File: src/rtl/osb_pkg.sv
`timescale 1ns / 1ps
`default_nettype none
// ----------------------------------------------------------------------------
// osb_pkg
// Shared types, constants and width helpers of the overlap seam blender.
// ----------------------------------------------------------------------------
package osb_pkg;

	localparam int MAX_WIDTH_DEF = 4096;
	localparam int COL_W         = 12;
	localparam int START_W       = 12;
	localparam int LWIDTH_W      = 13;
	localparam int CFG_DATA_W    = 13;
	localparam int CFG_IDX_W     = 1;
	localparam int CHANNELS      = 3;
	localparam int QUEUE_DEPTH   = 2;

	localparam logic [START_W-1:0]  START_RST  = 12'd0;
	localparam logic [LWIDTH_W-1:0] LWIDTH_RST = 13'd4096;

	// channel lanes: red, green, blue from high to low
	typedef logic [CHANNELS-1:0][7:0] pix_t;

	typedef enum logic [1:0] {
		MODE_LEFT,
		MODE_WARPED,
		MODE_BLEND
	} mode_t;

	typedef enum logic [CFG_IDX_W-1:0] {
		REG_OVERLAP_START = 1'b0,
		REG_LEFT_WIDTH    = 1'b1
	} reg_idx_t;

	typedef struct packed {
		logic [START_W-1:0]  start;
		logic [LWIDTH_W-1:0] width;
	} osb_cfg_t;

	typedef struct packed {
		mode_t            mode;
		logic [COL_W-1:0] k;
		pix_t             left;
		pix_t             warped;
	} osb_item_t;

	typedef struct packed {
		logic full;
		logic empty;
	} q_status_t;

	function automatic int span_width(input int max_w);
		int w;
		w = $clog2(max_w + 1);
		return (w > LWIDTH_W) ? LWIDTH_W : w;
	endfunction

	function automatic int num_width(input int max_w);
		return span_width(max_w) + 8;
	endfunction

	function automatic int recip_width(input int max_w);
		return num_width(max_w) + 1;
	endfunction

endpackage
`default_nettype wire

File: src/rtl/osb_recip.sv
`timescale 1ns / 1ps
`default_nettype none
// ----------------------------------------------------------------------------
// osb_recip
// Bit-serial restoring divider: floor(2^SHIFT / span), one bit per cycle.
// ----------------------------------------------------------------------------
module osb_recip import osb_pkg::*; #(
	parameter int MAX_WIDTH = MAX_WIDTH_DEF
) (
	input  logic                              clk,
	input  logic                              arst_n,
	input  logic                              start,
	input  logic [span_width(MAX_WIDTH)-1:0]  span,
	output logic                              busy,
	output logic [recip_width(MAX_WIDTH)-1:0] recip
);

	localparam int SPAN_W  = span_width(MAX_WIDTH);
	localparam int RECIP_W = recip_width(MAX_WIDTH);
	localparam int SHIFT   = RECIP_W - 1;
	localparam int CNT_W   = $clog2(RECIP_W);
	localparam int AW      = RECIP_W + SPAN_W + 1;

	logic              busy_q;
	logic [CNT_W-1:0]  cnt_q;
	logic [SPAN_W-1:0] rem_q;
	logic [RECIP_W-1:0] quo_q;
	logic [SPAN_W:0]   trial;
	logic              qbit;
	logic [SPAN_W:0]   diff;

	// dividend is a single one at the top bit
	assign trial = {rem_q, (cnt_q == CNT_W'(SHIFT))};
	assign qbit  = (trial >= {1'b0, span});
	assign diff  = trial - {1'b0, span};

	always_ff @(posedge clk or negedge arst_n) begin
		if (!arst_n) begin
			busy_q <= 1'b1;
			cnt_q  <= CNT_W'(SHIFT);
			rem_q  <= '0;
		end else if (start) begin
			busy_q <= 1'b1;
			cnt_q  <= CNT_W'(SHIFT);
			rem_q  <= '0;
		end else if (busy_q) begin
			rem_q <= qbit ? diff[SPAN_W-1:0] : trial[SPAN_W-1:0];
			if (cnt_q == '0) begin
				busy_q <= 1'b0;
			end else begin
				cnt_q <= cnt_q - CNT_W'(1);
			end
		end
	end

	always_ff @(posedge clk) begin
		if (busy_q && !start) begin
			quo_q <= {quo_q[RECIP_W-2:0], qbit};
		end
	end

	assign busy  = busy_q;
	assign recip = quo_q;

	logic [AW-1:0] lo_chk;
	logic [AW-1:0] hi_chk;
	assign lo_chk = AW'(quo_q) * AW'(span);
	assign hi_chk = (AW'(quo_q) + AW'(1)) * AW'(span);

	a_recip_exact: assert property (@(posedge clk) disable iff (!arst_n)
		($fell(busy_q) && (span != '0)) |->
			((lo_chk <= (AW'(1) << SHIFT)) && (hi_chk > (AW'(1) << SHIFT))))
		else $error("reciprocal not floor of 2^SHIFT / span");

endmodule
`default_nettype wire

File: config.mk
export PLATFORM = sky130hd
export DESIGN_NAME = osb_recip
export DESIGN_NICKNAME = d
export VERILOG_FILES = /design/src/rtl/osb_pkg.sv /design/src/rtl/osb_recip.sv
export SDC_FILE = /design/constraint.sdc
export NUM_CORES = 1
export LEC_CHECK = 0
export BUFFER_PORTS_ARGS = -buffer_cell sky130_fd_sc_hd__buf_2
export CAP_MARGIN = 20
export CORE_MARGIN = 2
export CORE_UTILIZATION = 40
export DETAILED_ROUTE_END_ITERATION = 12
export GPL_TIMING_DRIVEN = 0
export PLACE_DENSITY = 0.62
export SLEW_MARGIN = 20
export SYNTH_ARGS = -nofsm -noshare
export SYNTH_HDL_FRONTEND = slang
export SYNTH_SLANG_ARGS = --single-unit
File: constraint.sdc
create_clock -name clk -period 3.1 [get_ports clk]
set_input_delay 0.465 -clock clk [delete_from_list [all_inputs] [get_ports clk]]
set_output_delay 0.465 -clock clk [all_outputs]
set_load 0.01 [all_outputs]
* Word-level counts from Yosys, hierarchy flattened
Index checks and enable logic that the tools add are counted.
** Operators by class
- Shifts and indexed selects :: 0
- Muxes and demuxes :: 9
- Magnitude comparators :: 1
- Bitwise gates (word level) :: 0
- Add/sub/neg operators :: 2
- Multiply operators :: 0
- Reductions and logical operators :: 5
- Eq/ne operators :: 2
- Divide/modulo/power cells :: 0
** Operators with widths (count)
- 13-bit 2-to-1 mux :: 3
- 5-bit 2-to-1 mux :: 3
- 14-bit by 13-bit greater-or-equal comparator with 1-bit output :: 1
- 13-bit subtractor :: 1
- 5-bit == test, second input constant :: 1
- 5-bit zero test :: 1
- 5-bit by 1-bit subtractor with 5-bit output, second input constant :: 1
- 1-bit 2-to-1 mux :: 3
- 2-bit != test, second input constant :: 1
- 2-bit AND reduction :: 1
- 2-bit nonzero test :: 1
- 1-bit logical AND :: 1
- 1-bit zero test :: 1
** Word-level totals
- Input port bits :: 16
- Memory bits (read-only) :: 0
- Bits in registers :: 41
- Memory bits (writable) :: 0
- Memories kept :: 0
- Latch bits :: 0

* Depth between registers and ports, before layout
- Depth in word-level cells :: 5
- Gate-level depth with buffers :: 12

* Worst setup path before layout
Ideal clock, no wire load.
- Path kind :: reg2reg
- From :: reg cnt_q[0]
- To :: reg rem_q[0]
- Data required time :: 3.006 ns
- Slack :: 0.232 ns
- Data arrival time :: 2.775 ns
- Stages on the path, launching flop included :: 11
- Setup time :: 0.094 ns
- Clock period less this slack :: 2.868 ns
- Path through :: dfstp_2 -> ha_1 -> nand4b_1 -> ha_1 -> fa_1 -> nor2b_1 -> o31a_2 -> nor3_2 -> o31ai_4 -> mux2_2 -> a211oi_1
** Between the ends
- Cells in the longest elaborated chain, start to end :: 5
- Elaborated cells on any way between the ends :: 6
- Classes of those cells :: add/sub (1); order compare (1); eq/ne (1); mux (3)
** RTL lines
- start, declared :: RTL line osb_recip.sv:25 : logic [CNT_W-1:0] cnt_q;
- start signal, assigned :: RTL line osb_recip.sv:40 : cnt_q <= CNT_W'(SHIFT);
- start signal, assigned :: RTL line osb_recip.sv:44 : cnt_q <= CNT_W'(SHIFT);
- start signal, assigned :: RTL line osb_recip.sv:51 : cnt_q <= cnt_q - CNT_W'(1);
- 5-bit == test * :: RTL line osb_recip.sv:33 : assign trial = {rem_q, (cnt_q == CNT_W'(SHIFT))};
- 13-bit subtractor / 14-bit by 13-bit greater-or-equal comparator with 1-bit output (equally long branches) :: RTL line osb_recip.sv:35, osb_recip.sv:34
- 13-bit 2-to-1 mux * :: RTL line osb_recip.sv:47 : rem_q <= qbit ? diff[SPAN_W-1:0] : trial[SPAN_W-1:0];
- 13-bit 2-to-1 mux * :: RTL line osb_recip.sv:46 : end else if (busy_q) begin
- 13-bit 2-to-1 mux * :: RTL line osb_recip.sv:42 : end else if (start) begin
- end signal, assigned :: RTL line osb_recip.sv:47
- end, declared :: RTL line osb_recip.sv:26 : logic [SPAN_W-1:0] rem_q;
Mark *: on every way between the ends. The rest lies on a longest branch, timed or not. The select of a mux whose other input is x is not followed.
A chain may end at the register's enable or synchronous reset.

* Worst setup path in the final report
- From :: reg cnt_q[0]
- To :: reg rem_q[1]
Same word-level chain as after synthesis.

==> flow_results.org <==
** STA
- Final count of negative-setup-slack endpoints :: 0
- FMAX :: 342 MHz
- In the finished design, the share of the clock period the worst path needs comes to 0.943.
- Setup_tns :: 0 ns
- The final max-slew violation count was 0.
- Min Clock Period, post-route :: 2.92 ns
- Setup repair after global routing left no endpoint under its margin.
- The number of hold violations in the final report was 0.
- Between clock sinks in the finished design, the worst skew comes to 0.00238 ns.
- Slew Limit Headroom :: 0.548
- At the pin with the least slew margin, the transition time is 0.675 ns.

** Route
- DRT Pass-1 Iters :: 4
- After detailed routing, the number of vias per cell comes to 5.22.
- After detailed routing, the total wire length is 5020 um.
- Post-DR wirelength/cell :: 14.1 um
- Final antenna-violating net count :: 0
- Initial DRC Count :: 77
- Via count :: 1863
- Post-route DRC :: 0

** Finish
- Fraction of layout cells with a size suffix above 1 :: 0.252
- Compared with the post-synthesis result, the final layout area differs by 18.9%.
- Number of diodes added for antenna fixing :: 0
- Count of nets after finishing :: 314
- Final core utilization :: 0.491

** Synthesis
- Averaged over all synthesized cells, the footprint is 10.6 sq um.
- Synthesis instantiated 55 different standard cells from the library.
- Fraction of the mapped netlist area in compound gates :: 0.184
- The share of the Yosys chip area taken by registers is 0.470.
- Mux cell area share after synthesis :: 0.0381
- Asr flop ratio synth :: 0.463
- Of the total synthesized cell area, the portion taken by AND, OR, NAND and NOR gates is 0.126.
- Number of enable flip-flop cells after synthesis :: 22
- The most used flip-flop cell after synthesis is sky130_fd_sc_hd__edfxtp_1.
- Main combinational cell family by area after synthesis :: compound AO/OA/AOI/OAI gates
- The mapped netlist covers 2430 sq um.
- Total number of yosys warnings :: 0
- Synthesis produced a netlist with a net count of 263.
- Of the total synthesized cell area, the portion taken by full adders, half adders and majority gates is 0.0906.
- Fraction of synthesized cell area in xor and xnor cells :: 0.0324
- After synthesis the netlist holds a flip-flop and latch count of 41.
- Synthesized instance count :: 230

** Global routing
- Entering global routing, the biggest net connects 20 pins.
- The number of antenna violations at the first check in global routing came to 0.
- Global-route usage over all layers :: 0.156
- The total overflow left after global routing is 0.
- Number of global-route vias before repair :: 1713
- First-pass GRT wire length :: 8070 um

** Worst setup path
- The worst register-to-register path has a setup slack of 0.18 ns.
- Critical-path top delay cell :: sky130_fd_sc_hd__dfstp_2
- In this run the critical register-to-register path is captured at rem_q[1].
- Traced cell by cell, the critical path runs through ha_1 -> nand4b_1 -> ha_2 -> fa_1 -> nor2b_2 -> o31a_2 -> nor3_2 -> o31ai_4 -> buf_6 -> mux2_2 -> a211oi_2.
- STA classifies the critical path startpoint as a flop.
- Peak per-stage delay on the critical path :: 0.57 ns
- Category of the critical setup timing path :: reg -> reg
- Data on the critical path arrives at its endpoint at 3.13 ns.
- STA puts the critical path data required time at 3.31 ns.
- The worst setup path is captured at a flop.
- Logic depth of the worst register-to-register path :: 11
- Along the worst path, the maximum fanout reaches 6.
- Origin of the critical flop-to-flop path :: cnt_q[0]

** Floorplanning
- From bottom edge to top edge, the die measures 81.9 um.
- After floorplanning, the core was divided into 28 placement rows.
- The floorplan step defined a die boundary enclosing 6710 sq um.
- Starting Density :: 0.413
- Die Width :: 81.9 um
- In this run the count of I/O pins placed on the die edge is 39.
- The floorplan step defined a core boundary enclosing 5890 sq um.

** CTS
- Number of hold buffers added after cts :: 0
- Clock tree root driver cell :: sky130_fd_sc_hd__clkbuf_8
- Counting along the longest clock path gives a buffer depth of 2.
- CTS buffer count :: 5
- # H-tree levels :: 2
- Reg clk slew, reported paths :: 0.08 ns
- TritonCTS built the clock tree.
- The clock reaches the later pin of the worst-skew pair after 0.29 ns.
- The clock drives 41 sinks.

** Pwr
- Across the VDD grid, the largest voltage drop is 0.000313 V.
- For this design the static power due to leakage is 1.31 nW.
- Power per cell area :: 877 nW/um^2

** Flow run
- Max-cap violations in this run came to 0.

** Placed design
- The congestion estimate from routability-driven global placement came to 0.811.
- Total half-perimeter wirelength after legalization and detailed placement :: 3760 um
- Buffers added on ports :: 38

** Worst hold path
- In this run the worst hold path is classified as in -> async.

** Status
- The run finished with clean final reports.
-- power breakdown --
part	switching [mW]	leakage (nW)	internal (mW)	total, mW
Clock	0.181	0.0518	0.237	0.418
Sequential	0.111	0.460	0.720	0.831
Combinational	0.679	0.801	0.605	1.28
Total	0.971	1.31	1.56	2.53
-- worst max-delay path, delay by kind of cell, from the launching register on --
| kind | cells | cell delay [ns] |
|---|---|---|
| AOI/OAI and AO/OA | 3 | 0.61 |
| adders and majority gates | 3 | 0.79 |
| buffers and inverters | 1 | 0.17 |
| DFF | 1 | 0.57 |
| muxes | 1 | 0.34 |
| and+or+nand+nor | 3 | 0.36 |
-- per-layer routing --
layer	up-vias	routed length (um)	GRT usage
met4	0	93	0.0600
met1	864	2500	0.212
li1	949	-	-
met2	42	2210	0.247
met3	8	210	0.0297
met5	-	0	0
-- cell type report --
class | count | area [sq um]
tap | 75 | 93.8
timing repair buffer | 44 | 243
sequential | 41 | 1140
inverter | 21 | 78.8
clock inverter | 3 | 41.3
multi-input combinational | 154 | 1160
clock buffer | 5 | 68.8
buffer | 14 | 66.3
fill | 557 | 3000
-- through the flow --
stage	std cells	hold slack, ns	area, sq um	setup slack (ns)	power [mW]
after floorplan	230	0.169	2430	0.232	1.77
after global placement	343	0.427	2710	-0.107	2.02
after detailed placement	344	0.423	2730	-0.172	2.04
after CTS	355	0.104	2860	0.0352	2.51
after global routing	357	0.125	2890	0.0345	2.73
final	357	0.0986	2890	0.175	2.53
-- flip-flops by register name (all words and copies together) (netlist names) --
signal and cells:
busy 1, recip 22, cnt_q 5, rem_q 13
-- layout by cell type (no fill, tap or decap), types with 3 or more instances in the layout --
cell                        n
sky130_fd_sc_hd__mux2i_1    7
sky130_fd_sc_hd__ha_1      15
sky130_fd_sc_hd__o21a_1     3
sky130_fd_sc_hd__o21ai_0    8
sky130_fd_sc_hd__nand2_1    7
sky130_fd_sc_hd__buf_6      3
sky130_fd_sc_hd__a21oi_1   12
sky130_fd_sc_hd__edfxtp_1  22
sky130_fd_sc_hd__buf_4      5
sky130_fd_sc_hd__nand3_1    5
sky130_fd_sc_hd__nand4_1    3
sky130_fd_sc_hd__buf_2     39
sky130_fd_sc_hd__a21o_1     4
sky130_fd_sc_hd__dfrtp_1   15
sky130_fd_sc_hd__xnor2_1    7
sky130_fd_sc_hd__a211oi_1   9
sky130_fd_sc_hd__clkbuf_1  10
sky130_fd_sc_hd__inv_1     21
sky130_fd_sc_hd__a311oi_1   3
sky130_fd_sc_hd__nor2_1    23
sky130_fd_sc_hd__dfstp_2    4
sky130_fd_sc_hd__nor3_1     3
sky130_fd_sc_hd__clkbuf_8   5
-- synth_stat cells (3+ instances only) --
library cell,number,share of area
sky130_fd_sc_hd__dfstp_2,4,0.043
sky130_fd_sc_hd__a311oi_1,3,0.011
sky130_fd_sc_hd__a211oi_1,10,0.031
sky130_fd_sc_hd__nor3_1,3,0.0062
sky130_fd_sc_hd__a21o_1,4,0.012
sky130_fd_sc_hd__ha_1,16,0.082
sky130_fd_sc_hd__clkbuf_1,10,0.015
sky130_fd_sc_hd__nand3_1,5,0.010
sky130_fd_sc_hd__nand4_1,3,0.0077
sky130_fd_sc_hd__o21ai_0,8,0.016
sky130_fd_sc_hd__xnor2_1,7,0.025
sky130_fd_sc_hd__edfxtp_1,22,0.27
sky130_fd_sc_hd__dfrtp_1,15,0.15
sky130_fd_sc_hd__inv_1,21,0.032
sky130_fd_sc_hd__a21oi_1,12,0.025
sky130_fd_sc_hd__nor2_1,23,0.036
sky130_fd_sc_hd__mux2i_1,7,0.029
sky130_fd_sc_hd__nand2_1,7,0.011
sky130_fd_sc_hd__o21a_1,3,0.0093
-- how the worst max path moves through the flow --
| stage | cells past startpoint | end | from | slack, ns |
|---|---|---|---|---|
| after floorplan | 10 | rem_q[0] | cnt_q[0] | 0.23 |
| after global placement | 10 | rem_q[1] | cnt_q[0] | -0.11 |
| after detailed placement | 10 | rem_q[1] | cnt_q[0] | -0.17 |
| after CTS | 11 | rem_q[1] | cnt_q[0] | 0.04 |
| after global routing | 11 | rem_q[1] | cnt_q[0] | 0.03 |
| final | 11 | rem_q[1] | cnt_q[0] | 0.18 |
-- logic make-up (layout without fill, tap and decap cells) --
group                      Yosys count  in the layout
AOI/OAI and AO/OA                   60             60
and+or+nand+nor                     59             59
DFF                                 41             41
buffers and inverters               35             87
adders and majority gates           17             17
xor gates and xnor gates             9              9
muxes                                9              9
-- timing repair --
| item | 4_1_cts | 5_1_grt |
|---|---|---|
| pin swaps | 1 | 2 |
| buffers inserted | 3 | 2 |
| gates resized for setup | 0 | 4 |
| gates cloned | 0 | 0 |
| setup endpoints to repair | 9 | 10 |
Power figures use the tool's default switching activity.
