### config.mk
export PLATFORM = sky130hd
export DESIGN_NAME = osb_queue
export DESIGN_NICKNAME = d
export VERILOG_FILES = /design/src/rtl/osb_pkg.sv /design/src/rtl/osb_queue.sv
export SDC_FILE = /design/constraint.sdc
export NUM_CORES = 1
export LEC_CHECK = 0
export BUFFER_PORTS_ARGS = -buffer_cell sky130_fd_sc_hd__buf_2
export CELL_PAD_IN_SITES_DETAIL_PLACEMENT = 1
export CELL_PAD_IN_SITES_GLOBAL_PLACEMENT = 1
export CORE_UTILIZATION = 45
export CTS_CLUSTER_DIAMETER = 120
export CTS_CLUSTER_SIZE = 24
export DETAILED_ROUTE_END_ITERATION = 6
export PLACE_DENSITY_LB_ADDON = 0.1
export SLEW_MARGIN = 30
export SYNTH_ARGS = -nofsm -noshare
export SYNTH_HDL_FRONTEND = slang
export SYNTH_SLANG_ARGS = --single-unit
export TNS_END_PERCENT = 10
### constraint.sdc
create_clock -name clk -period 6.4 [get_ports clk]
set_input_delay 0.64 -clock clk [delete_from_list [all_inputs] [get_ports clk]]
set_output_delay 0.64 -clock clk [all_outputs]
set_load 0.005 [all_outputs]
### src/rtl/osb_pkg.sv
`timescale 1ns / 1ps
`default_nettype none
// ----------------------------------------------------------------------------
// osb_pkg
// Shared types, constants and width helpers of the overlap seam blender.
// ----------------------------------------------------------------------------
package osb_pkg;

	localparam int MAX_WIDTH_DEF = 4096;
	localparam int COL_W         = 12;
	localparam int START_W       = 12;
	localparam int LWIDTH_W      = 13;
	localparam int CFG_DATA_W    = 13;
	localparam int CFG_IDX_W     = 1;
	localparam int CHANNELS      = 3;
	localparam int QUEUE_DEPTH   = 2;

	localparam logic [START_W-1:0]  START_RST  = 12'd0;
	localparam logic [LWIDTH_W-1:0] LWIDTH_RST = 13'd4096;

	// channel lanes: red, green, blue from high to low
	typedef logic [CHANNELS-1:0][7:0] pix_t;

	typedef enum logic [1:0] {
		MODE_LEFT,
		MODE_WARPED,
		MODE_BLEND
	} mode_t;

	typedef enum logic [CFG_IDX_W-1:0] {
		REG_OVERLAP_START = 1'b0,
		REG_LEFT_WIDTH    = 1'b1
	} reg_idx_t;

	typedef struct packed {
		logic [START_W-1:0]  start;
		logic [LWIDTH_W-1:0] width;
	} osb_cfg_t;

	typedef struct packed {
		mode_t            mode;
		logic [COL_W-1:0] k;
		pix_t             left;
		pix_t             warped;
	} osb_item_t;

	typedef struct packed {
		logic full;
		logic empty;
	} q_status_t;

	function automatic int span_width(input int max_w);
		int w;
		w = $clog2(max_w + 1);
		return (w > LWIDTH_W) ? LWIDTH_W : w;
	endfunction

	function automatic int num_width(input int max_w);
		return span_width(max_w) + 8;
	endfunction

	function automatic int recip_width(input int max_w);
		return num_width(max_w) + 1;
	endfunction

endpackage
`default_nettype wire

### src/rtl/osb_queue.sv
`timescale 1ns / 1ps
`default_nettype none
// ----------------------------------------------------------------------------
// osb_queue
// Short FIFO of classified items between front and back.
// ----------------------------------------------------------------------------
module osb_queue import osb_pkg::*; (
	input  logic      clk,
	input  logic      arst_n,
	input  logic      push,
	input  osb_item_t push_item,
	input  logic      pop,
	output osb_item_t pop_item,
	output q_status_t status
);

	localparam int PTR_W = (QUEUE_DEPTH > 1) ? $clog2(QUEUE_DEPTH) : 1;
	localparam int CNT_W = $clog2(QUEUE_DEPTH + 1);

	osb_item_t        entries_q [QUEUE_DEPTH];
	logic [PTR_W-1:0] wr_ptr_q;
	logic [PTR_W-1:0] rd_ptr_q;
	logic [CNT_W-1:0] count_q;

	always_ff @(posedge clk or negedge arst_n) begin
		if (!arst_n) begin
			wr_ptr_q <= '0;
			rd_ptr_q <= '0;
			count_q  <= '0;
		end else begin
			if (push) begin
				wr_ptr_q <= (wr_ptr_q == PTR_W'(QUEUE_DEPTH - 1)) ? '0 : wr_ptr_q + PTR_W'(1);
			end
			if (pop) begin
				rd_ptr_q <= (rd_ptr_q == PTR_W'(QUEUE_DEPTH - 1)) ? '0 : rd_ptr_q + PTR_W'(1);
			end
			unique case ({push, pop})
				2'b10:   count_q <= count_q + CNT_W'(1);
				2'b01:   count_q <= count_q - CNT_W'(1);
				default: count_q <= count_q;
			endcase
		end
	end

	always_ff @(posedge clk) begin
		if (push) begin
			entries_q[wr_ptr_q] <= push_item;
		end
	end

	assign pop_item     = entries_q[rd_ptr_q];
	assign status.full  = (count_q == CNT_W'(QUEUE_DEPTH));
	assign status.empty = (count_q == '0);

	a_no_overflow: assert property (@(posedge clk) disable iff (!arst_n)
		push |-> (count_q != CNT_W'(QUEUE_DEPTH)))
		else $error("queue push while full");

	a_no_underflow: assert property (@(posedge clk) disable iff (!arst_n)
		pop |-> (count_q != '0))
		else $error("queue pop while empty");

endmodule
`default_nettype wire

== After elaboration in Yosys (flattened, before gate mapping) ==
Memories as Yosys holds them, arrays and structs flattened.
Index checks and enable logic that the tools add are counted.

* Reductions and logical operators: 2
* Muxes and demuxes: 5
* $add $sub $neg: 4
* Equal/unequal tests: 3

{| class="wikitable"
|+ Operator list
! operator !! count
|-
| 2-bit == test (second input constant) || 2
|-
| 1-bit 2-to-1 mux || 4
|-
| 2-bit case mux with 2 select lines || 1
|-
| 1-bit adder (second input constant) || 2
|-
| 2-bit by 1-bit adder with 2-bit output (second input constant) || 1
|-
| 2-bit by 1-bit == test with 1-bit output (second input constant) || 1
|-
| 2-bit logical NOT || 1
|-
| 2-bit nonzero test || 1
|-
| 2-bit by 1-bit subtractor with 2-bit output (second input constant) || 1
|}

* Memories: 1
* Flip-flop bits (word level): 4
* Output and inout bits: 64
* Bits in writable memories: 124

{| class="wikitable"
|+ Memories
! name !! words !! bits a word !! rd ports !! clocked after Yosys merged registers in !! wr ports !! RTL line !! source
|-
| entries_q || 2 || 62 || 1 || 0 || 1 || osb_queue.sv:20 || <nowiki>osb_item_t entries_q [QUEUE_DEPTH];</nowiki>
|}

== Depth between registers and ports, before layout ==
Gate-level depths: netlist of run 1.

* Word-level depth: 2
* Depth in mapped cells: 5
* Depth with buffers taken out: 5

== Worst setup path after synthesis of run 1 ==
OpenSTA, ideal clock, no wires.

* Path type: in2reg
* From: in push
* To: mem entries_q[0][0] (netlist name) (enable)
* Data arrival time: 3.299 ns
* Setup slack: 2.617 ns
* Path buffers: 0
* Stages: 2
* Path through: inv_1 -> nor2_1

* Cells in the longest elaborated chain, start to end: 2

{| class="wikitable"
|+ RTL lines
! what !! RTL line !! source
|-
| start: declaration || osb_queue.sv:10 || <nowiki>input logic push,</nowiki>
|-
| 1-bit 2-to-1 mux || osb_queue.sv:46 || <nowiki>if (push) begin</nowiki>
|-
| 1-bit 2-to-1 mux (implied by the code) || osb_queue.sv:47 || <nowiki>entries_q[wr_ptr_q] <= push_item;</nowiki>
|-
| end: declaration || osb_queue.sv:20 ||
|}

Every way passes these cells.

==> results of run 1 <==
kinds of logic after synthesis:
family / share of synthesized area, %
xor gates and xnor gates: 0.883
adders and majority gates: 0.252
buffers and inverters: 2.73
muxes: 18.5
DFF: 77.1
and+or+nand+nor: 0.480
final cells by class:
type / count / area (um2)
clock buffer: 18 / 418
clock inverter: 14 / 148
fill: 937 / 4200
inverter: 1 / 3.75
multi-input combinational: 73 / 1010
sequential: 128 / 3830
tap: 136 / 170
timing repair buffer: 135 / 738
through the flow:
| step | cell area, um2 | instances | utilization [%] | hold WS [ns] |
|---|---|---|---|---|
| after global routing | 6310 | 505 | 60.1 | 0.292 |
| after CTS | 6290 | 504 | 59.8 | 0.288 |
| after global placement | 5670 | 469 | 54.0 | 0.454 |
| after detailed placement | 5710 | 471 | 54.3 | 0.457 |
| final | 6310 | 505 | 60.1 | 0.315 |
| after floorplan | 4960 | 209 | - | 0.344 |
report_power, final:
group | leakage [nW] | total [W] | internal [W] | switching, W
Sequential | 1.21 | 0.00120 | 0.00112 | 0.0000821
Clock | 0.270 | 0.000911 | 0.000583 | 0.000328
Combinational | 1.09 | 0.000770 | 0.000447 | 0.000322
flip-flops by register name, summed over array words and instances (netlist names):
register,flops
count_q,2
entries_q,124
rd_ptr_q,1
wr_ptr_q,1
layer usage:
layer | part of all wire (%) | GRT usage [%] | wire, um | vias to the layer above
li1 | - | - | - | 1120
met1 | 40 | 19.0 | 3490 | 1198
met2 | 52 | 26.6 | 4530 | 95
met3 | 6.5 | 6.14 | 572 | 14
met4 | 1.7 | 7.63 | 149 | 0
met5 | 0 | 0 | 0 | -
placed cells by master (no fill, tap or decap), drive strengths merged:
cell type    Yosys  routed
xnor2            2       2
ha               1       1
nor2             3       3
and2             1       1
buf              7     134
bufinv           0       3
clkinvlp         0       3
inv              1       1
clkinv           0       8
dlygate4sd3      0       1
xor2             3       3
edfxtp         124     124
nor2b            1       1
dfrtp            4       4
clkbuf           0      18
mux2            62      62
worst min path at each step:
stage | startpoint | to | depth (start not counted)
2_1_floorplan | arst_n | count_q[0]$_DFFE_PN0P_ | 0
3_3_place_gp | arst_n | wr_ptr_q$_DFFE_PN0P_ | 1
3_5_place_dp | arst_n | wr_ptr_q$_DFFE_PN0P_ | 1
4_1_cts | push_item[42] | entries_q[0][42]$_DFFE_PP_ | 1
5_1_grt | push_item[38] | entries_q[1][38]$_DFFE_PP_ | 1
6_report | push_item[42] | entries_q[0][42]$_DFFE_PP_ | 1
==> impl_metrics.csv, run 1 <==
group,metric,value,unit
run_status,status,"finished clean",
floorplanning,dieArea,11400,um2
floorplanning,initial_utilization,47.2,%
worst_setup_path,cp-start-kind,"flip-flop",
synthesis,synth_top_area_share,75.1,%
worst_setup_path,worst-path-stages,4,
synthesis,postSynth.asyncResetShare,3.13,%
worst_setup_path,crit_chain,"buf_12 > buf_12 > mux2_4 > buf_2",
flow_run,drv_cap,0,
sta,rsz0062_at_grt,"false",
synthesis,ys_top_cells_by_count,"124 x edfxtp_1, 59 x mux2_4, 6 x buf_12",
worst_setup_path,crit_arrival,2.17,ns
global_route,grt_pass1_wl,13200,um
sta,fin_setup_tns,0,ns
floorplanning,dieWidth,107,um
pwr,p_leak,2.57,nW
synthesis,synth.largest_area_cell,"edfxtp_1",
clocking,ctsHoldBuffers,1,
floorplanning,core_area,10500,um2
floorplanning,rows,37,
synthesis,syn_area,4960,um2
placed_design,place_ws,3.91,ns
synthesis,synth_area_leaders,"edfxtp_1 75%, mux2_4 18%, buf_12 2.4%",
clocking,cts_root_buf,"clkbuf_8",
clocking,cts_buffer_depth,2,
worst_setup_path,cp_num_buf_inv,3,
worst_hold_path,holdCritPathClass,"in -> reg",
drt,ant_nets,0,
sta,setup_viol,0,
synthesis,yosysMostFrequentCell,"edfxtp_1",
clocking,post_cts_buffers,0,
worst_setup_path,cp-startpoint,"rd_ptr_q$_DFFE_PN0P_",
sta,slew_headroom,51.9,%
synthesis,syn_inst,209,
worst_setup_path,r2r_cells,2,
pwr,power.density,456,nW/um2
worst_setup_path,crit_slowest_cell,"dfrtp_4",
worst_setup_path,r2r_start,"wr_ptr_q$_DFFE_PN0P_",
global_route,antenna_found_initial,0,
drt,drcViolationCount,0,
clocking,cts_tree,"done",
global_route,grt-ovfl-total,0,
synthesis,yosysWarnings,0,
synthesis,synth_cell_types,13,
worst_setup_path,crit_end,"pop_item[11]",
floorplanning,die_h,107,um
clocking,clk_latency,0.51,ns
worst_setup_path,worstPathRequired,5.76,ns
clocking,clkSinkCount,128,
floorplanning,ios,130,
synthesis,synthesis.nets,276,
pwr,peakVddDrop,197,uV
worst_setup_path,cp_top_family,"flip-flops",
worst_setup_path,worstSetupPathType,"reg -> out",
cells_and_area,layout-drive-gt1-share,61.2,%
drt,firstDrtPassIters,4,
clocking,cts_max_level,4,
placed_design,dp_hpwl,5810,um
worst_setup_path,rr_endpoint,"entries_q[1][47]$_DFFE_PP_",
global_route,first_global_vias,2550,
placed_design,port_buffers,129,
drt,vias_per_cell,4.81,
sta,fin_crit_sh,43.9,%
worst_setup_path,max_stage_delay,0.68,ns
pwr,finalPower,0.00288,W
global_route,track_usage,16.3,%
worst_setup_path,critPathMostFrequentCell,"buf_12",
drt,routed_wl,8740,um
sta,fin_skew,0.00592,ns
placed_design,gp_congestion,0.664,
sta,worst_slack,3.59,ns
drt,drt_first_iter_violations,62,
global_route,grt_max_degree,34,
drt,via_count,2427,
sta,drv_slew,0,
cells_and_area,antenna_cells,0,
clocking,clkSlewWorstSetupHoldPaths,0.05,ns
clocking,cts_resized,0,
sta,finalHoldViolCount,0,
cells_and_area,area_growth,27.3,%
drt,wl_per_cell,17.3,um
sta,period_needed,2.81,ns
synthesis,ys.flop_type,"edfxtp_1",
worst_setup_path,endpoint_kind,"output pin",
synthesis,ys_seq_area_share,77.1,%
worst_setup_path,r2r_setup_slack,4.41,ns
synthesis,synth-seq-cells,128,
cells_and_area,nNetsFinal,423,
sta,fmax,356,MHz
clocking,cts_buffers,17,
synthesis,synth_edf_count,124,
synthesis,avgSynthCellArea,23.7,um2
sta,worst_pin_slew,0.722,ns
worst_setup_path,path_max_fanout,23,
Note: power is estimated with default switching activity, not from simulation.
==> inputs of run 2 (changes only) <==
--- a/config.mk
+++ b/config.mk
@@ -5,10 +5,11 @@
 export SDC_FILE = /design/constraint.sdc
 export NUM_CORES = 1
 export LEC_CHECK = 0
+export ABC_AREA = 1
 export BUFFER_PORTS_ARGS = -buffer_cell sky130_fd_sc_hd__buf_2
 export CELL_PAD_IN_SITES_DETAIL_PLACEMENT = 1
 export CELL_PAD_IN_SITES_GLOBAL_PLACEMENT = 1
-export CORE_UTILIZATION = 45
+export CORE_UTILIZATION = 38
 export CTS_CLUSTER_DIAMETER = 120
 export CTS_CLUSTER_SIZE = 24
 export DETAILED_ROUTE_END_ITERATION = 6
==> constraint.sdc (replaced) <==
create_clock -name clk -period 2.5 [get_ports clk]
set_input_delay 0.25 -clock clk [delete_from_list [all_inputs] [get_ports clk]]
set_output_delay 0.25 -clock clk [all_outputs]
set_load 0.005 [all_outputs]
==> impl_metrics.csv, run 2 <==
group,metric,value,unit
run_status,status,"finished clean",
worst_setup_path,cp-startpoint,"rd_ptr_q$_DFFE_PN0P_",
clocking,cts_resized,0,
sta,worst_slack,0.365,ns
drt,vias_per_cell,4.44,
worst_setup_path,worstPathRequired,2.25,ns
floorplanning,dieWidth,115,um
sta,rsz0062_at_grt,"false",
pwr,power.density,1130,nW/um2
sta,drv_slew,0,
drt,drcViolationCount,0,
synthesis,yosysWarnings,0,
synthesis,ys_seq_area_share,78.9,%
sta,finalHoldViolCount,0,
synthesis,synth.largest_area_cell,"edfxtp_1",
synthesis,syn_inst,348,
synthesis,synthesis.nets,415,
pwr,p_leak,2.67,nW
global_route,first_global_vias,3022,
global_route,grt-ovfl-total,0,
cells_and_area,largest_register_ffs,124,
floorplanning,core_area,12200,um2
clocking,cts_buffer_depth,2,
worst_setup_path,crit_chain,"buf_4 > nand2_1 > o21ai_0 > buf_2",
sta,worst_pin_slew,0.575,ns
clocking,clkSinkCount,128,
worst_setup_path,crit_slowest_cell,"dfrtp_4",
clocking,cts_tree,"done",
sta,fin_skew,0.00526,ns
drt,ant_nets,0,
worst_setup_path,r2r_start,"wr_ptr_q$_DFFE_PN0P_",
placed_design,dp_hpwl,6370,um
global_route,grt_pass1_wl,14800,um
worst_setup_path,endpoint_kind,"output pin",
sta,slew_headroom,61.7,%
synthesis,synth_area_leaders,"edfxtp_1 77%, inv_1 5.3%, nand2_1 5.2%",
placed_design,dpl_cell_area,5660,um2
cells_and_area,final_area,6200,um2
clocking,cts_root_buf,"clkbuf_16",
clocking,clk_latency,0.41,ns
drt,routed_wl,9620,um
sta,period_needed,2.13,ns
worst_setup_path,rr_endpoint,"entries_q[1][36]$_DFFE_PP_",
floorplanning,ios,130,
synthesis,ys.flop_type,"edfxtp_1",
sta,fin_setup_tns,0,ns
worst_hold_path,min_path_cells,1,
worst_setup_path,r2r_cells,3,
pwr,peakVddDrop,441,uV
cells_and_area,nNetsFinal,557,
worst_setup_path,path_max_fanout,59,
cells_and_area,reg_top3,"entries_q: 124 flops, count_q: 2 flops",
cells_and_area,layout-drive-gt1-share,33.3,%
sta,setup_viol,0,
global_route,grt_max_degree,60,
global_route,track_usage,15.6,%
placed_design,gp_congestion,0.689,
cells_and_area,mostFrequentLayoutCells,"129 x buf_2, 124 x edfxtp_1, 67 x inv_1, 67 x nand2_1, 41 x o21ai_0",
synthesis,synth-seq-cells,128,
cells_and_area,area_growth,28.1,%
floorplanning,initial_utilization,39.7,%
synthesis,ys_top_cells_by_count,"124 x edfxtp_1, 68 x inv_1, 67 x nand2_1",
synthesis,avgSynthCellArea,13.9,um2
clocking,clkSlewWorstSetupHoldPaths,0.05,ns
global_route,busiest_layer,"met2",
cells_and_area,finalNonFillerCells,671,
drt,via_count,2981,
synthesis,synth_edf_count,124,
synthesis,synth_top_area_share,76.9,%
worst_setup_path,r2r_setup_slack,1.04,ns
synthesis,syn_area,4840,um2
cells_and_area,regMostFlops,"entries_q",
synthesis,yosysMostFrequentCell,"edfxtp_1",
sta,fin_crit_sh,85.4,%
clocking,cts_max_level,4,
global_route,grt.met2_usage,26.0,%
worst_setup_path,crit_arrival,1.88,ns
drt,wl_per_cell,14.3,um
drt,drt_first_iter_violations,102,
placed_design,dp.cells,638,
flow_run,drv_cap,0,
placed_design,port_buffers,129,
worst_setup_path,worstSetupPathType,"reg -> out",
global_route,antenna_found_initial,2,
drt,firstDrtPassIters,4,
floorplanning,rows,40,
global_route,grt.met1_usage,17.5,%
sta,fmax,468,MHz
clocking,cts_buffers,17,
worst_setup_path,cp-start-kind,"flip-flop",
synthesis,postSynth.asyncResetShare,3.13,%
worst_hold_path,min_to,"entries_q[0][50]$_DFFE_PP_",
cells_and_area,final_common_cell,"buf_2",
floorplanning,dieArea,13200,um2
placed_design,place_ws,0.743,ns
global_route,use_met3,5.64,%
worst_hold_path,holdCritPathClass,"in -> reg",
worst_hold_path,min_from,"push_item[50]",
floorplanning,die_h,115,um
synthesis,synth_cell_types,18,
worst_setup_path,max_stage_delay,0.78,ns
run 2: timing repair:
item / in CTS / in global routing
endpoints found under the hold margin: 4 / 0
hold buffers: 1 / 0
buffers inserted: 0 / 0
run 2: critical path, delay by kind of cell, from the launching register on:
family | cells | cell delay, ns
DFF | 1 | 0.78
buffers and inverters | 2 | 0.51
AOI/OAI and AO/OA | 1 | 0.10
and+or+nand+nor | 1 | 0.08
run 2: logic make-up (layout without fill, tap and decap cells):
kind of cell | after synthesis | after routing | share of synthesized area, %
compound gates | 62 | 62 | 6.87
simple gates | 72 | 72 | 5.66
xor+xnor | 3 | 3 | 0.543
fa+ha+maj | 1 | 1 | 0.258
flops | 128 | 128 | 78.9
buf+inv | 82 | 236 | 7.72
other cells | 0 | 1 | 0
run 2: layout make-up:
class | instances | area [um2]
clock inverters | 11 | 97.6
inverters | 68 | 255
well taps | 168 | 210
repair buffers | 137 | 721
flip-flops and latches | 128 | 3830
diodes | 1 | 2.50
fillers | 1322 | 6010
clock buffers | 20 | 437
multi-input cells | 138 | 653
run 2: where the power goes:
| part | internal (W) | total (W) | switching (W) |
|---|---|---|---|
| sequential | 0.00286 | 0.00310 | 0.000247 |
| combinational | 0.000682 | 0.00165 | 0.000973 |
| clock | 0.00143 | 0.00223 | 0.000804 |
run 2: per-stage QoR:
| stage | util [%] | hold WS, ns | power, W |
|---|---|---|---|
| 6_report | 50.8 | 0.0265 | 0.00699 |
| 4_1_cts | 50.8 | 0.00748 | 0.00713 |
| 3_5_place_dp | 46.3 | 0.0630 | 0.00486 |
| 2_1_floorplan | - | -0.0456 | 0.00408 |
| 3_3_place_gp | 46.3 | 0.0596 | 0.00478 |
| 5_1_grt | 50.8 | 0.0139 | 0.00741 |
run 2: worst max path at each step:
stage                           endpoint  slack (ns)  cells past startpoint
5_1_grt                     pop_item[31]        0.21                      4
3_5_place_dp                pop_item[31]        0.74                      4
4_1_cts                     pop_item[31]        0.30                      4
2_1_floorplan  entries_q[0][0]$_DFFE_PP_        0.04                      1
6_report                    pop_item[31]        0.37                      4
3_3_place_gp                pop_item[31]        0.80                      4
run 2: layer usage:
metal	vias up	wire length [um]	share of wire, %
met5	-	12	0.12
met4	2	178	1.9
met3	16	656	6.8
met2	89	4860	51
met1	1415	3910	41
li1	1459	-	-
==> inputs of run 3 (changes only) <==
--- a/config.mk
+++ b/config.mk
@@ -9,7 +9,8 @@
 export BUFFER_PORTS_ARGS = -buffer_cell sky130_fd_sc_hd__buf_2
 export CELL_PAD_IN_SITES_DETAIL_PLACEMENT = 1
 export CELL_PAD_IN_SITES_GLOBAL_PLACEMENT = 1
-export CORE_UTILIZATION = 38
+export CORE_UTILIZATION = 39
+export CTS_BUF_LIST = sky130_fd_sc_hd__clkbuf_8
 export CTS_CLUSTER_DIAMETER = 120
 export CTS_CLUSTER_SIZE = 24
 export DETAILED_ROUTE_END_ITERATION = 6
==> impl_metrics.csv, run 3 (synthesis gave the netlist of run 2 again) <==
group,metric,value,unit
run_status,status,"finished clean",
sta,period_needed,2.14,ns
placed_design,dpl_cell_area,5670,um2
cells_and_area,antenna_cells,0,
placed_design,dp.cells,638,
worst_setup_path,endpoint_kind,"output pin",
global_route,grt-ovfl-total,0,
global_route,grt_max_degree,57,
clocking,clkSinkCount,128,
cells_and_area,final_core_util,55.9,%
cells_and_area,mostFrequentLayoutCells,"129 x buf_2, 124 x edfxtp_1, 67 x inv_1, 67 x nand2_1, 65 x dlygate4sd3_1",
placed_design,dp_hpwl,6410,um
drt,via_count,3213,
worst_setup_path,crit_slowest_cell,"dfrtp_4",
floorplanning,die_h,113,um
global_route,track_usage,17.2,%
clocking,cts_root_buf,"clkbuf_8",
sta,slew_headroom,67.2,%
sta,worst_slack,0.359,ns
sta,fmax,467,MHz
sta,drv_slew,0,
drt,wl_per_cell,14.0,um
cells_and_area,final_common_cell,"buf_2",
cells_and_area,layout-drive-gt1-share,31.2,%
pwr,p_switching,0.00205,W
clocking,clkSlewWorstSetupHoldPaths,0.07,ns
sta,rsz0062_at_grt,"false",
pwr,peakVddDrop,602,uV
worst_setup_path,path_max_fanout,40,
pwr,p_leak,2.88,nW
pwr,sw_frac_of_total,30.4,%
floorplanning,ios,130,
worst_setup_path,cp-startpoint,"rd_ptr_q$_DFFE_PN0P_",
worst_setup_path,r2r_start,"wr_ptr_q$_DFFE_PN0P_",
clocking,cts_max_level,4,
clocking,cts_buffer_depth,2,
pwr,p_int,0.00469,W
flow_run,drv_cap,0,
drt,drt_first_iter_violations,155,
worst_setup_path,cp-start-kind,"flip-flop",
worst_setup_path,crit_chain,"buf_4 > nand2_1 > o21ai_1 > buf_2",
global_route,antenna_found_initial,0,
worst_setup_path,worstPathRequired,2.25,ns
sta,finalHoldViolCount,0,
drt,vias_per_cell,4.37,
drt,routed_wl,10300,um
placed_design,place_ws,0.831,ns
clocking,cts_tree,"done",
worst_hold_path,holdCritPathClass,"in -> async",
placed_design,port_buffers,129,
cells_and_area,regMostFlops,"entries_q",
worst_setup_path,max_stage_delay,0.69,ns
floorplanning,initial_utilization,40.2,%
drt,ant_nets,0,
pwr,p_clk_share,27.9,%
clocking,cts_buffers,17,
cells_and_area,largest_register_ffs,124,
clocking,clk_latency,0.44,ns
floorplanning,dieWidth,113,um
cells_and_area,reg_top3,"entries_q: 124 flops, count_q: 2 flops",
worst_setup_path,cp_num_buf_inv,2,
sta,fin_crit_sh,85.6,%
cells_and_area,final_area,6750,um2
placed_design,gp_congestion,0.709,
global_route,grt_pass1_wl,16100,um
sta,fin_skew,0.00657,ns
cells_and_area,finalNonFillerCells,735,
worst_setup_path,worstSetupPathType,"reg -> out",
sta,worst_pin_slew,0.491,ns
sta,fin_setup_tns,0,ns
cells_and_area,area_growth,39.3,%
cells_and_area,nNetsFinal,621,
pwr,power.density,998,nW/um2
floorplanning,core_area,12100,um2
drt,drcViolationCount,0,
pwr,p_comb_share,26.7,%
pwr,power_frac_seq,45.4,%
global_route,first_global_vias,3416,
worst_setup_path,crit_arrival,1.89,ns
floorplanning,dieArea,12900,um2
clocking,cts_resized,0,
worst_setup_path,cp_top_family,"flip-flops",
sta,setup_viol,0,
drt,firstDrtPassIters,4,
floorplanning,rows,40,
## run 3: cell count changes in the layout (fill, tap and decap cells not counted), sizes merged
cell / previous run / this run
dlygate4sd3: 1 / 65
clkinvlp: 0 / 6
clkinv: 9 / 5
clkbuf: 20 / 17
bufinv: 2 / 4
diode: 1 / 0
## run 3: path summary, 6_finish.rpt
| kind | cells past startpoint | end | slack, ns |
|---|---|---|---|
| min | 2 | count_q[1]$_DFFE_PN0P_ | 0.15 |
| max reg2reg | 3 | entries_q[1][39]$_DFFE_PP_ | 1.05 |
| min in group clk | 2 | entries_q[0][12]$_DFFE_PP_ | 0.53 |
| min reg2reg | 1 | wr_ptr_q$_DFFE_PN0P_ | 0.55 |
| max | 4 | pop_item[54] | 0.36 |
| max in group asynchronous | 2 | rd_ptr_q$_DFFE_PN0P_ | 2.22 |
## run 3: per-stage QoR
| stage | hold slack (ns) | power, W |
|---|---|---|
| after detailed placement | 0.0636 | 0.00485 |
| after floorplan | -0.0456 | 0.00408 |
| final | 0.146 | 0.00674 |
| after CTS | 0.106 | 0.00684 |
| after global routing | 0.132 | 0.00715 |
| after global placement | 0.0588 | 0.00478 |
## run 3: repair_timing
| item | 4_1_cts | 5_1_grt |
|---|---|---|
| endpoints found under the hold margin | 130 | 0 |
| hold buffers | 65 | 0 |
| buffers inserted | 0 | 0 |
## run 3: layout make-up
| type | count | area [um2] |
|---|---|---|
| inverter | 68 | 255 |
| clock buffer | 17 | 234 |
| timing repair buffer | 201 | 1370 |
| fill | 1270 | 5310 |
| clock inverter | 15 | 194 |
| tap | 168 | 210 |
| sequential | 128 | 3830 |
| multi-input combinational | 138 | 653 |
## run 3: power groups by stage
stage	registers (W)	clock network, W	logic (W)
floorplan	0.00300	0	0.00108
finish	0.00306	0.00188	0.00180
global route	0.00311	0.00201	0.00204
global placement	0.00309	0	0.00169
detailed placement	0.00311	0	0.00174
CTS	0.00307	0.00193	0.00184
## run 3: metal layers
| layer | global-route usage [%] | vias up | routed length (um) |
|---|---|---|---|
| met4 | 9.74 | 0 | 224 |
| met2 | 31.0 | 99 | 5330 |
| met1 | 18.1 | 1516 | 4240 |
| li1 | - | 1584 | - |
| met5 | 0 | - | 0 |
| met3 | 4.99 | 14 | 477 |
